--- src/rtl/amb_pkg.sv ---
// shared types and constants for the alpha mask border extractor
package amb_pkg;

    localparam int SIZE_W      = 11;
    localparam int SCALE_W     = 8;
    localparam int ALPHA_W     = 8;
    localparam int POS_W       = 18;
    localparam int CFG_INDEX_W = 2;
    localparam int CFG_DATA_W  = 11;

    localparam logic [CFG_INDEX_W-1:0] CFG_FRAME_WIDTH  = 2'd0;
    localparam logic [CFG_INDEX_W-1:0] CFG_FRAME_HEIGHT = 2'd1;
    localparam logic [CFG_INDEX_W-1:0] CFG_SCALE_FACTOR = 2'd2;

    localparam logic [SIZE_W-1:0]  RESET_FRAME_WIDTH  = 11'd1024;
    localparam logic [SIZE_W-1:0]  RESET_FRAME_HEIGHT = 11'd1024;
    localparam logic [SCALE_W-1:0] RESET_SCALE_FACTOR = 8'd1;

    localparam logic MODE_PIXEL = 1'b0;
    localparam logic MODE_FLUSH = 1'b1;

    typedef struct packed {
        logic               mode;
        logic [ALPHA_W-1:0] alpha;
    } t_in_word;

    typedef struct packed {
        logic [POS_W-1:0] pos_x;
        logic [POS_W-1:0] pos_y;
    } t_out_word;

    typedef struct packed {
        logic [ALPHA_W-1:0] a_cur;
        logic [ALPHA_W-1:0] a_right;
        logic [ALPHA_W-1:0] b_cur;
        logic [ALPHA_W-1:0] b_left;
    } t_taps;

endpackage

--- src/rtl/amb_out_queue.sv ---
// two-entry output register with skid stage
module amb_out_queue (
    input  logic                i_clk,
    input  logic                i_rst_n,
    input  logic                i_push,
    input  amb_pkg::t_out_word  i_word,
    output logic                o_full,
    output logic                o_out_valid,
    input  logic                i_out_stall,
    output amb_pkg::t_out_word  o_out_word
);
    import amb_pkg::*;

    t_out_word r_head;
    t_out_word r_skid;
    logic      r_head_valid;
    logic      r_skid_valid;
    logic      pop;

    assign pop = r_head_valid && !i_out_stall;

    always_ff @(posedge i_clk) begin
        if (!i_rst_n) begin
            r_head_valid <= 1'b0;
            r_skid_valid <= 1'b0;
        end else if (pop) begin
            if (r_skid_valid) begin
                r_head       <= r_skid;
                r_head_valid <= 1'b1;
                r_skid_valid <= i_push;
                if (i_push) begin
                    r_skid <= i_word;
                end
            end else begin
                r_head_valid <= i_push;
                if (i_push) begin
                    r_head <= i_word;
                end
            end
        end else if (i_push) begin
            if (!r_head_valid) begin
                r_head       <= i_word;
                r_head_valid <= 1'b1;
            end else begin
                r_skid       <= i_word;
                r_skid_valid <= 1'b1;
            end
        end
    end

    assign o_full      = r_skid_valid;
    assign o_out_valid = r_head_valid;
    assign o_out_word  = r_head;

    a_skid_needs_head: assert property (@(posedge i_clk) disable iff (!i_rst_n)
        r_skid_valid |-> r_head_valid)
        else $error("skid word held without a head word");

    a_no_overflow: assert property (@(posedge i_clk) disable iff (!i_rst_n)
        (i_push && r_skid_valid) |-> pop)
        else $error("push into a full output queue");

endmodule

--- config.mk ---
export PLATFORM = sky130hd
export DESIGN_NAME = amb_out_queue
export DESIGN_NICKNAME = d
export VERILOG_FILES = /design/src/rtl/amb_pkg.sv /design/src/rtl/amb_out_queue.sv
export SDC_FILE = /design/constraint.sdc
export NUM_CORES = 1
export LEC_CHECK = 0
export BUFFER_PORTS_ARGS = -buffer_cell sky130_fd_sc_hd__buf_4
export CAP_MARGIN = 40
export CORE_AREA = 2 2 115 83
export CTS_CLUSTER_SIZE = 25
export DETAILED_ROUTE_END_ITERATION = 16
export DIE_AREA = 0 0 117 85
export PLACE_DENSITY = 0.52
export SYNTH_ARGS = -nofsm -noshare
export SYNTH_HDL_FRONTEND = slang
export SYNTH_SLANG_ARGS = --single-unit
--- constraint.sdc ---
create_clock -name i_clk -period 4.3 [get_ports i_clk]
set_clock_uncertainty 0.15 [all_clocks]
set_input_delay 0.43 -clock i_clk [delete_from_list [all_inputs] [get_ports i_clk]]
set_output_delay 0.43 -clock i_clk [all_outputs]
set_load 0.005 [all_outputs]
# Word level (Yosys, flattened, before mapping)
# Index checks and enable logic that the tools add are counted.
dict set report op_classes {
  add_sub_neg 0
  n_mul 0
  n_div 0
  n_lt_le_gt_ge 0
  n_eq_ne 3
  shifts 0
  mux 16
  bitwise_logic 0
  reduce_logical 8
}
# cell n
set ops {}
lappend ops {{36-bit 2-to-1 mux} 9}
lappend ops {{1-bit 2-to-1 mux} 7}
lappend ops {{2-bit nonzero test} 3}
lappend ops {{5-bit AND reduction} 1}
lappend ops {{2-bit inequality test (second input constant)} 2}
lappend ops {{4-bit AND reduction} 1}
lappend ops {{2-bit by 1-bit inequality test with 1-bit output (second input constant)} 1}
lappend ops {{2-bit AND reduction} 1}
lappend ops {{1-bit logical AND} 1}
lappend ops {{1-bit logical NOT} 1}
dict set report totals {
  ff_bits 74
  latch_bits 0
  ramBits 0
  mem_bits_ro 0
  in_bits 40
  wordCells 33
  mem_count 0
}

# Logic depth before layout (Yosys ltp)
# Gate-level depths: netlist of run 1.
dict set report logic_depth {
  ltp_word 4
  ltp_mapped 4
}

# Least setup slack after synthesis of run 1
# OpenSTA, ideal clock, no wires.
dict set report synth_timing {
  path_type {input to register}
  start {input port i_rst_n}
  end {register r_head, in the netlist o_out_word[0], enable pin}
  setup_time_ps 484
  t_arrival_ps 3210
  setup_slack_ps 455
  cell_stages 2
  n_path_buf 0
  cell_sequence {inv_1 a211oi_1}
}
dict set report synth_between {
  elab_chain_cells 1
}
# item line
set synth_rtl {}
lappend synth_rtl {{start, declared} amb_out_queue.sv:4} ;# input logic i_rst_n,
lappend synth_rtl {{4-bit AND reduction (no line)} -}
lappend synth_rtl {{end signal, assigned} amb_out_queue.sv:28} ;# r_head <= r_skid;
lappend synth_rtl {{end signal, assigned} amb_out_queue.sv:37} ;# r_head <= i_word;
lappend synth_rtl {{end signal, assigned} amb_out_queue.sv:42} ;# r_head <= i_word;
lappend synth_rtl {{end, declared} amb_out_queue.sv:14} ;# t_out_word r_head;
# Every way passes these cells.
# A chain may end at the register's enable or synchronous reset.

# Final worst setup path of run 1
dict set report layout_timing {
  start {register r_head_valid (netlist: o_out_valid)}
  end {register r_head, in the netlist o_out_word[0] (data pin)}
}
dict set report layout_between {
  elab_chain_cells 2
}
# item line
set layout_rtl {}
lappend layout_rtl {{start, declared} amb_out_queue.sv:16} ;# logic r_head_valid;
lappend layout_rtl {{start signal, assigned} amb_out_queue.sv:35} ;# r_head_valid <= i_push;
lappend layout_rtl {{1-bit logical AND} amb_out_queue.sv:20} ;# assign pop = r_head_valid && !i_out_stall;
lappend layout_rtl {{36-bit 2-to-1 mux} amb_out_queue.sv:26} ;# end else if (pop) begin
# Every way passes these cells.

==> flow_summary.json, run 1 <==
{
  "fp.coreArea_um2": 8890,
  "cts_buffer_depth": 2,
  "worstSetupPathType": "flop to flop",
  "globalRouteTotalUtil": 0.109,
  "whs_ns": 0.136,
  "peakVddDrop_v": 0.000245,
  "cts_hold_buf": 0,
  "yosysWarningCount": 0,
  "synth_fa_ha_area_frac": 0,
  "syn_area_per_cell_um2": 22.5,
  "slew_viol_final": 0,
  "synthSimpleGateAreaFrac": 0.00830,
  "antenna_found_initial": 0,
  "fillers": 799,
  "die_width_um": 117,
  "clkPwrFrac": 0.451,
  "fin_nets": 254,
  "syn_area_um2": 2860,
  "holdPathStages": 1,
  "grt_pass1_vias": 1413,
  "fmax_ghz": 0.537,
  "mostFrequentLayoutCell": "buf_4",
  "endpoint_kind": "flop",
  "rr_startpoint": "o_out_valid",
  "min_to": "r_skid[3]",
  "worst_pin_slew_ns": 0.655,
  "synth_cells": 127,
  "p_seq_frac": 0.483,
  "switchingPower_uw": 324,
  "ant_nets": 0,
  "viasPerCell": 4.03,
  "clk_pin_slew_ns": 0.06,
  "grt_pass1_wl_um": 7810,
  "outcome": "finished, final reports clean",
  "synth_top_family_by_area": "multiplexers",
  "grt_max_degree": 37,
  "start_util": 0.322,
  "min_period_ns": 1.86,
  "cts_sinks": 74,
  "diodes": 0,
  "cts_resized": 0,
  "worst-path-max-fanout": 36,
  "dpl_cell_area_um2": 3580,
  "vias": 1383,
  "yosysUniqueCellTypes": 15,
  "final_cell_mix": "buf_4 (79), edfxtp_1 (72), mux2_4 (30)",
  "cts_tree": "done",
  "r2r_end": "o_out_word[0]",
  "tns_ns": 0,
  "area_growth_pct": 35.9,
  "muxShareOfSynthArea": 0.181,
  "p_per_area_nw_per_um2": 442,
  "cts_root_buffer": "clkbuf_16",
  "die_h_um": 85,
  "internal_power_mw": 1.40,
  "io_buffers": 77,
  "wirelength_um": 5010,
  "yosys_register_bits": 74,
  "synth_fp_nets": 167,
  "post-route-period-util": 0.433,
  "cp.arrival_ns": 1.79,
  "drive_above_1_share": 0.607,
  "cts_made_buffers": 9,
  "p_comb_frac": 0.066,
  "io_pins": 78,
  "synth_compound_area_frac": 0.0127,
  "synth_xor_area_frac": 0,
  "worst_setup_path_start_kind": "flop",
  "wl_per_cell_um": 14.6,
  "hold_path_class": "input port to flop",
  "slew_headroom": 0.564,
  "initialDrtViolationCount": 41,
  "grt_overflow_total": 0,
  "rsz0062_at_grt": "false",
  "setup_viol": 0,
  "p_leak_nw": 1.56,
  "multi_input_area_um2": 598,
  "routabilityCongestion": 0.674,
  "yosysSeqAreaShare": 0.769,
  "rrSetupSlack_ns": 2.44,
  "required_ns": 4.23,
  "clk_latency_ns": 0.33,
  "die_area_um2": 9950,
  "rows": 29,
  "hold_start": "i_word[3]",
  "cts_max_level": 3,
  "reg2regPathDepth": 3,
  "post_cts_buffers": 0,
  "final_area_um2": 3890,
  "maxCapViolations": 0,
  "first_pass_iters": 4,
  "p_sw_frac": 0.188,
  "regArea_um2": 2200,
  "power.total_mw": 1.72,
  "hold_violations": 0,
  "drc": 0
}
[layout make-up]
| cell class | instances | share of cell area |
|---|---|---|
| multi-input combinational | 46 | 0.154 |
| inverter | 3 | 0.00289 |
| sequential | 74 | 0.566 |
| clock inverter | 6 | 0.0209 |
| timing repair buffer | 80 | 0.158 |
| tap | 124 | 0.0399 |
| clock buffer | 10 | 0.0589 |
[worst max-delay path: stages (launching register included)]
cell and delay [ns]:
dfxtp_1 0.38, nand3b_1 0.12, buf_4 0.54, mux2_2 0.41
[cell families (layout without fill, tap and decap cells)]
kind of cell / count (synthesis) / after routing
and+or+nand+nor: 4 / 4
buffers and inverters: 7 / 99
DFF: 74 / 74
AOI/OAI and AO/OA: 6 / 6
muxes: 36 / 36
[metrics by stage]
step / utilization / instances / setup slack (ns)
after floorplan: - / 127 / 0.455
after global placement: 0.400 / 326 / 2.16
after detailed placement: 0.403 / 327 / 2.25
after CTS: 0.438 / 343 / 2.41
after global routing: 0.438 / 343 / 2.35
final: 0.438 / 343 / 2.44
[worst max-delay path by stage]
stage	startpoint	end	depth (start not counted)
global route	o_out_valid	o_out_word[0]	3
global placement	i_out_stall	r_skid[7]	3
floorplan	i_rst_n	o_out_word[0]	2
detailed placement	i_out_stall	o_out_word[0]	4
CTS	o_out_valid	o_out_word[4]	3
finish	o_out_valid	o_out_word[0]	3
[cell usage after synthesis, drive strengths merged]
master  count  share of area
inv         3         0.0039
mux2       36           0.18
buf         4          0.025
dfxtp       2          0.014
nand2       1         0.0013
nand3b      1         0.0026
o21ai       1         0.0017
a211oi      1         0.0026
a21oi       3         0.0052
and2b       1         0.0031
o32ai       1         0.0031
nor2        1         0.0013
edfxtp     72           0.76
[routing by layer]
metal  GRT usage  wire length [um]  vias to the layer above
li1            -                 -                      671
met1       0.143              2290                      643
met2       0.144              2080                       67
met3      0.0743               617                        2
met4      0.0353                17                        0
met5           0                 0                        -
[state kept, by name, indices dropped and copies added (netlist names)]
name         count
o_full           1
o_out_valid      1
r_skid          36
o_out_word      36
[power groups by stage]
stage               clock [mW]  sequential (mW)  combinational, mW
CTS                      0.798            0.831              0.117
finish                   0.776            0.831              0.114
detailed placement           0            0.845              0.117
global route             0.830            0.833              0.125
global placement             0            0.846              0.114
floorplan                    0            0.848             0.0441
(Power assumes the default switching activity.)
==> run 2: changes to the inputs <==
==> constraint.sdc (replaced) <==
create_clock -name i_clk -period 1.85 [get_ports i_clk]
set_clock_uncertainty 0.15 [all_clocks]
set_input_delay 0.185 -clock i_clk [delete_from_list [all_inputs] [get_ports i_clk]]
set_output_delay 0.185 -clock i_clk [all_outputs]
set_load 0.005 [all_outputs]
==> run 2 against run 1 <==
  * Total power is 150% higher
  * Clock power rose to 2.6 times the previous value
  * Sequential share of layout area fell by 5.7 points
  * Critical endpoint unchanged
==> flow_summary.json, run 2 (same netlist as run 1, synthesis figures left out) <==
{
  "outcome": "finished, final reports clean",
  "cts_root_buffer": "clkbuf_16",
  "cts_tree": "done",
  "place_ws_ns": 0.268,
  "worst-path-max-fanout": 36,
  "slew_viol_final": 0,
  "drive_above_1_share": 0.539,
  "viasPerCell": 4.00,
  "min_to": "o_out_valid",
  "cts_max_level": 3,
  "finish.utilization": 0.489,
  "vias": 1520,
  "clk_pin_slew_ns": 0.06,
  "fillers": 767,
  "routabilityCongestion": 0.749,
  "cts_buffer_depth": 2,
  "rows": 29,
  "layoutNonFillerInstCount": 380,
  "initialDrtViolationCount": 48,
  "clk_latency_ns": 0.32,
  "worstSetupPathType": "flop to flop",
  "antenna_found_initial": 0,
  "min_period_ns": 1.59,
  "grt_pass1_vias": 1590,
  "mostFrequentLayoutCell": "buf_4",
  "cts_resized": 0,
  "maxCapViolations": 0,
  "hold_start": "i_rst_n",
  "r2r_end": "o_out_word[0]",
  "cts_sinks": 74,
  "grt_overflow_total": 0,
  "final_cell_mix": "buf_4 (77), edfxtp_1 (72), dlygate4sd3_1 (37)",
  "post-route-period-util": 0.860,
  "die_area_um2": 9950,
  "fin_nets": 291,
  "hpwl_um": 3240,
  "cts_made_buffers": 9,
  "start_util": 0.322,
  "die_width_um": 117,
  "grt_pass1_wl_um": 8110,
  "regArea_um2": 2210,
  "area_growth_pct": 51.7,
  "hold_violations": 0,
  "holdPathStages": 3,
  "peakVddDrop_v": 0.000463,
  "cp.arrival_ns": 1.52,
  "slew_headroom": 0.703,
  "worst_pin_slew_ns": 0.441,
  "rr_startpoint": "o_out_valid",
  "diodes": 0,
  "hold_path_class": "input port to flop",
  "drc": 0,
  "multi_input_area_um2": 609,
  "worst_setup_path_start_kind": "flop",
  "worst_slack_ns": 0.259,
  "grt_max_degree": 37,
  "setup_viol": 0,
  "first_pass_iters": 3,
  "globalRouteTotalUtil": 0.113,
  "rsz0062_at_grt": "false",
  "rrSetupSlack_ns": 0.26,
  "fp.coreArea_um2": 8890,
  "dpl.cell_count": 327,
  "io_buffers": 77,
  "reg2regPathDepth": 3,
  "io_pins": 78,
  "fmax_ghz": 0.629,
  "ant_nets": 0,
  "p_leak_nw": 1.75,
  "required_ns": 1.78,
  "die_h_um": 85,
  "power.total_mw": 4.28,
  "wl_per_cell_um": 13.6,
  "p_per_area_nw_per_um2": 984,
  "wirelength_um": 5180,
  "endpoint_kind": "flop"
}
-- run 2: metrics by stage --
stage | hold slack [ns] | setup TNS (ns) | instance area, um2
2_1_floorplan | 0.134 | -6.07 | 2900
3_3_place_gp | 0.225 | 0 | 3620
3_5_place_dp | 0.225 | 0 | 3620
4_1_cts | 0.00584 | 0 | 4340
5_1_grt | 0.0155 | 0 | 4340
6_report | 0.0126 | 0 | 4340
-- run 2: worst max-delay path by stage --
| stage | startpoint | to | slack (ns) | cells past startpoint |
|---|---|---|---|---|
| after detailed placement | o_out_valid | o_out_word[2] | 0.27 | 3 |
| after CTS | o_out_valid | o_out_word[2] | 0.26 | 3 |
| after global placement | o_out_valid | o_out_word[3] | 0.28 | 3 |
| after global routing | o_out_valid | o_out_word[2] | 0.21 | 3 |
| after floorplan | o_out_valid | o_out_word[0] | -0.17 | 2 |
| final | o_out_valid | o_out_word[0] | 0.26 | 3 |
-- run 2: layer usage --
layer  GRT usage  part of all wire
met4      0.0449             0.011
met2       0.164              0.45
met5           0                 0
met3      0.0593             0.083
met1       0.142              0.45
-- run 2: area by class of cell --
| type | instances | area share |
|---|---|---|
| flip-flops and latches | 74 | 0.509 |
| repair buffers | 117 | 0.232 |
| multi-input cells | 46 | 0.140 |
| clock buffers | 9 | 0.0519 |
| well taps | 124 | 0.0357 |
| clock inverters | 7 | 0.0285 |
| inverters | 3 | 0.00259 |
-- run 2: report_power, final --
group	switching (mW)	total (mW)	internal [mW]
clock network	0.680	2.01	1.33
registers	0.0220	1.93	1.91
logic	0.111	0.334	0.223
-- run 2: repair_timing --
item / 4_1_cts / 5_1_grt
endpoints found under the setup margin: 0 / 0
hold endpoints to repair: 37 / 0
hold buffers: 37 / 0
buffers inserted: 0 / 0
-- run 2: critical path: stages, from the launching register on --
cell,delay (ns)
dfxtp_4,0.38
nand3b_1,0.14
buf_12,0.27
mux2_2,0.37
==> run 3: changes to the inputs <==
==> constraint.sdc (replaced) <==
create_clock -name i_clk -period 1.85 [get_ports i_clk]
set_clock_uncertainty 0.15 [all_clocks]
set_input_delay 0.37 -clock i_clk [delete_from_list [all_inputs] [get_ports i_clk]]
set_output_delay 0.37 -clock i_clk [all_outputs]
set_load 0.005 [all_outputs]
==> run 3 against run 2 <==
  * Hold slack gained 0.067 ns
  * Die area is the same
  * Total power shrank 6.2%
  * Largest power group is now registers
  * Count of clock-buffer cells in the layout grew 2
  * Critical path type unchanged
  * Largest cell class unchanged
  * Global-route usage shrank 0.86 points
  * Cell area shrank 8.2%
==> flow_summary.json, run 3 (same netlist as run 1, synthesis figures left out) <==
{
  "outcome": "finished, final reports clean",
  "clkPwrFrac": 0.448,
  "cts_made_buffers": 9,
  "switchingPower_uw": 742,
  "cts_hold_buf": 0,
  "worst_setup_path_start_kind": "flop",
  "p_seq_frac": 0.480,
  "cts_max_level": 3,
  "p_leak_nw": 1.61,
  "start_util": 0.322,
  "post-route-period-util": 0.923,
  "hold_path_class": "input port to flop",
  "max_stage_delay_ns": 0.37,
  "clk_pin_slew_ns": 0.06,
  "final_cell_mix": "buf_4 (83), edfxtp_1 (72), mux2_4 (30)",
  "required_ns": 1.77,
  "cts_sinks": 74,
  "whs_ns": 0.0791,
  "area_growth_pct": 39.3,
  "fp.coreArea_um2": 8890,
  "timing.critical_path.mode_cell": "buf_4",
  "internal_power_mw": 3.27,
  "io_buffers": 77,
  "drive_above_1_share": 0.631,
  "grt_pass1_wl_um": 7450,
  "wl_per_cell_um": 13.7,
  "path_cells": "buf_4 -> nand3b_1 -> buf_4 -> mux2_2",
  "p_comb_frac": 0.071,
  "hold_violations": 0,
  "worst_pin_slew_ns": 0.594,
  "vias": 1450,
  "setup_viol": 0,
  "clk_latency_ns": 0.32,
  "worstSetupPathType": "flop to flop",
  "first_pass_iters": 4,
  "die_width_um": 117,
  "slew_headroom": 0.603,
  "cpMaxStageDelayCell": "mux2_2",
  "p_sw_frac": 0.185,
  "diodes": 0,
  "initialDrtViolationCount": 58,
  "ant_nets": 0,
  "die_area_um2": 9950,
  "fin_nets": 260,
  "min_period_ns": 1.71,
  "post_cts_buffers": 0,
  "fmax_ghz": 0.585,
  "routabilityCongestion": 0.788,
  "grt_overflow_total": 0,
  "globalRouteTotalUtil": 0.104,
  "fillers": 778,
  "wirelength_um": 4770,
  "maxCapViolations": 0,
  "worst-path-max-fanout": 13,
  "antenna_found_initial": 0,
  "cts_tree": "done",
  "die_h_um": 85,
  "grt_pass1_vias": 1450,
  "io_pins": 78,
  "cp.arrival_ns": 1.63,
  "hpwl_um": 3180,
  "cts_resized": 0,
  "grt_max_degree": 37,
  "rows": 29,
  "rsz0062_at_grt": "false",
  "endpoint_kind": "flop",
  "final_area_um2": 3990,
  "slew_viol_final": 0,
  "drc": 0,
  "viasPerCell": 4.15,
  "peakVddDrop_v": 0.000523,
  "dpl_cell_area_um2": 3680,
  "mostFrequentLayoutCell": "buf_4",
  "cts_root_buffer": "clkbuf_16",
  "cts_buffer_depth": 2,
  "p_per_area_nw_per_um2": 1010
}
## run 3: cell count changes in the layout (fill, tap and decap cells not counted)
cell	change
dlygate4sd3_1	-37
clkinvlp_4	-1
clkinv_4	+1
buf_4	+6
inv_6	-3
buf_16	+1
clkinv_2	+2
buf_12	-1
clkbuf_1	+2
bufinv_16	-1
## run 3: final timing paths
check | startpoint | end | slack [ns] | cells past startpoint
max | o_out_valid | o_out_word[0] | 0.14 | 4
min | i_word[3] | r_skid[3] | 0.08 | 1
max reg2reg | o_out_valid | o_out_word[0] | 0.14 | 4
min reg2reg | r_skid[26] | o_out_word[26] | 0.39 | 1
## run 3: worst max-delay path: cells and delay by family, from the launching register on
| family | cells | cell delay, ns |
|---|---|---|
| AND/OR/NAND/NOR | 1 | 0.15 |
| flip-flops | 1 | 0.33 |
| multiplexers | 1 | 0.37 |
| buffers and inverters | 2 | 0.44 |
## run 3: stage by stage
stage	worst slack (ns)	cells	total power, mW	util	setup TNS (ns)
after floorplan	-0.169	127	2.08	-	-6.07
after global placement	-0.175	332	2.25	0.410	-6.28
after detailed placement	-0.0156	333	2.25	0.414	-0.286
after CTS	0.0983	349	4.07	0.449	0
after global routing	0.0165	349	4.17	0.449	0
final	0.142	349	4.01	0.449	0
## run 3: area by class of cell
| cell class | count | area, um2 | area share |
|---|---|---|---|
| Inverter | 3 | 11.3 | 0.00282 |
| Clock buffer | 11 | 233 | 0.0584 |
| Tap cell | 124 | 155 | 0.0389 |
| Timing Repair Buffer | 86 | 691 | 0.173 |
| Clock inverter | 5 | 78.8 | 0.0198 |
| Multi-Input combinational cell | 46 | 609 | 0.153 |
| Sequential cell | 74 | 2210 | 0.554 |
## run 3: power by group through the flow
stage	Clock [mW]	Combinational, mW	Sequential, mW
after floorplan	0	0.108	1.97
after global placement	0	0.288	1.96
after detailed placement	0	0.292	1.96
after CTS	1.85	0.293	1.93
after global routing	1.93	0.313	1.93
final	1.80	0.286	1.93
## run 3: metal layers
layer / vias up / track usage / wire (um)
met1: 697 / 0.132 / 2100
met2: 59 / 0.147 / 2140
met4: 0 / 0.0449 / 61
met5: - / 0 / 0
met3: 8 / 0.0579 / 469
li1: 686 / - / -
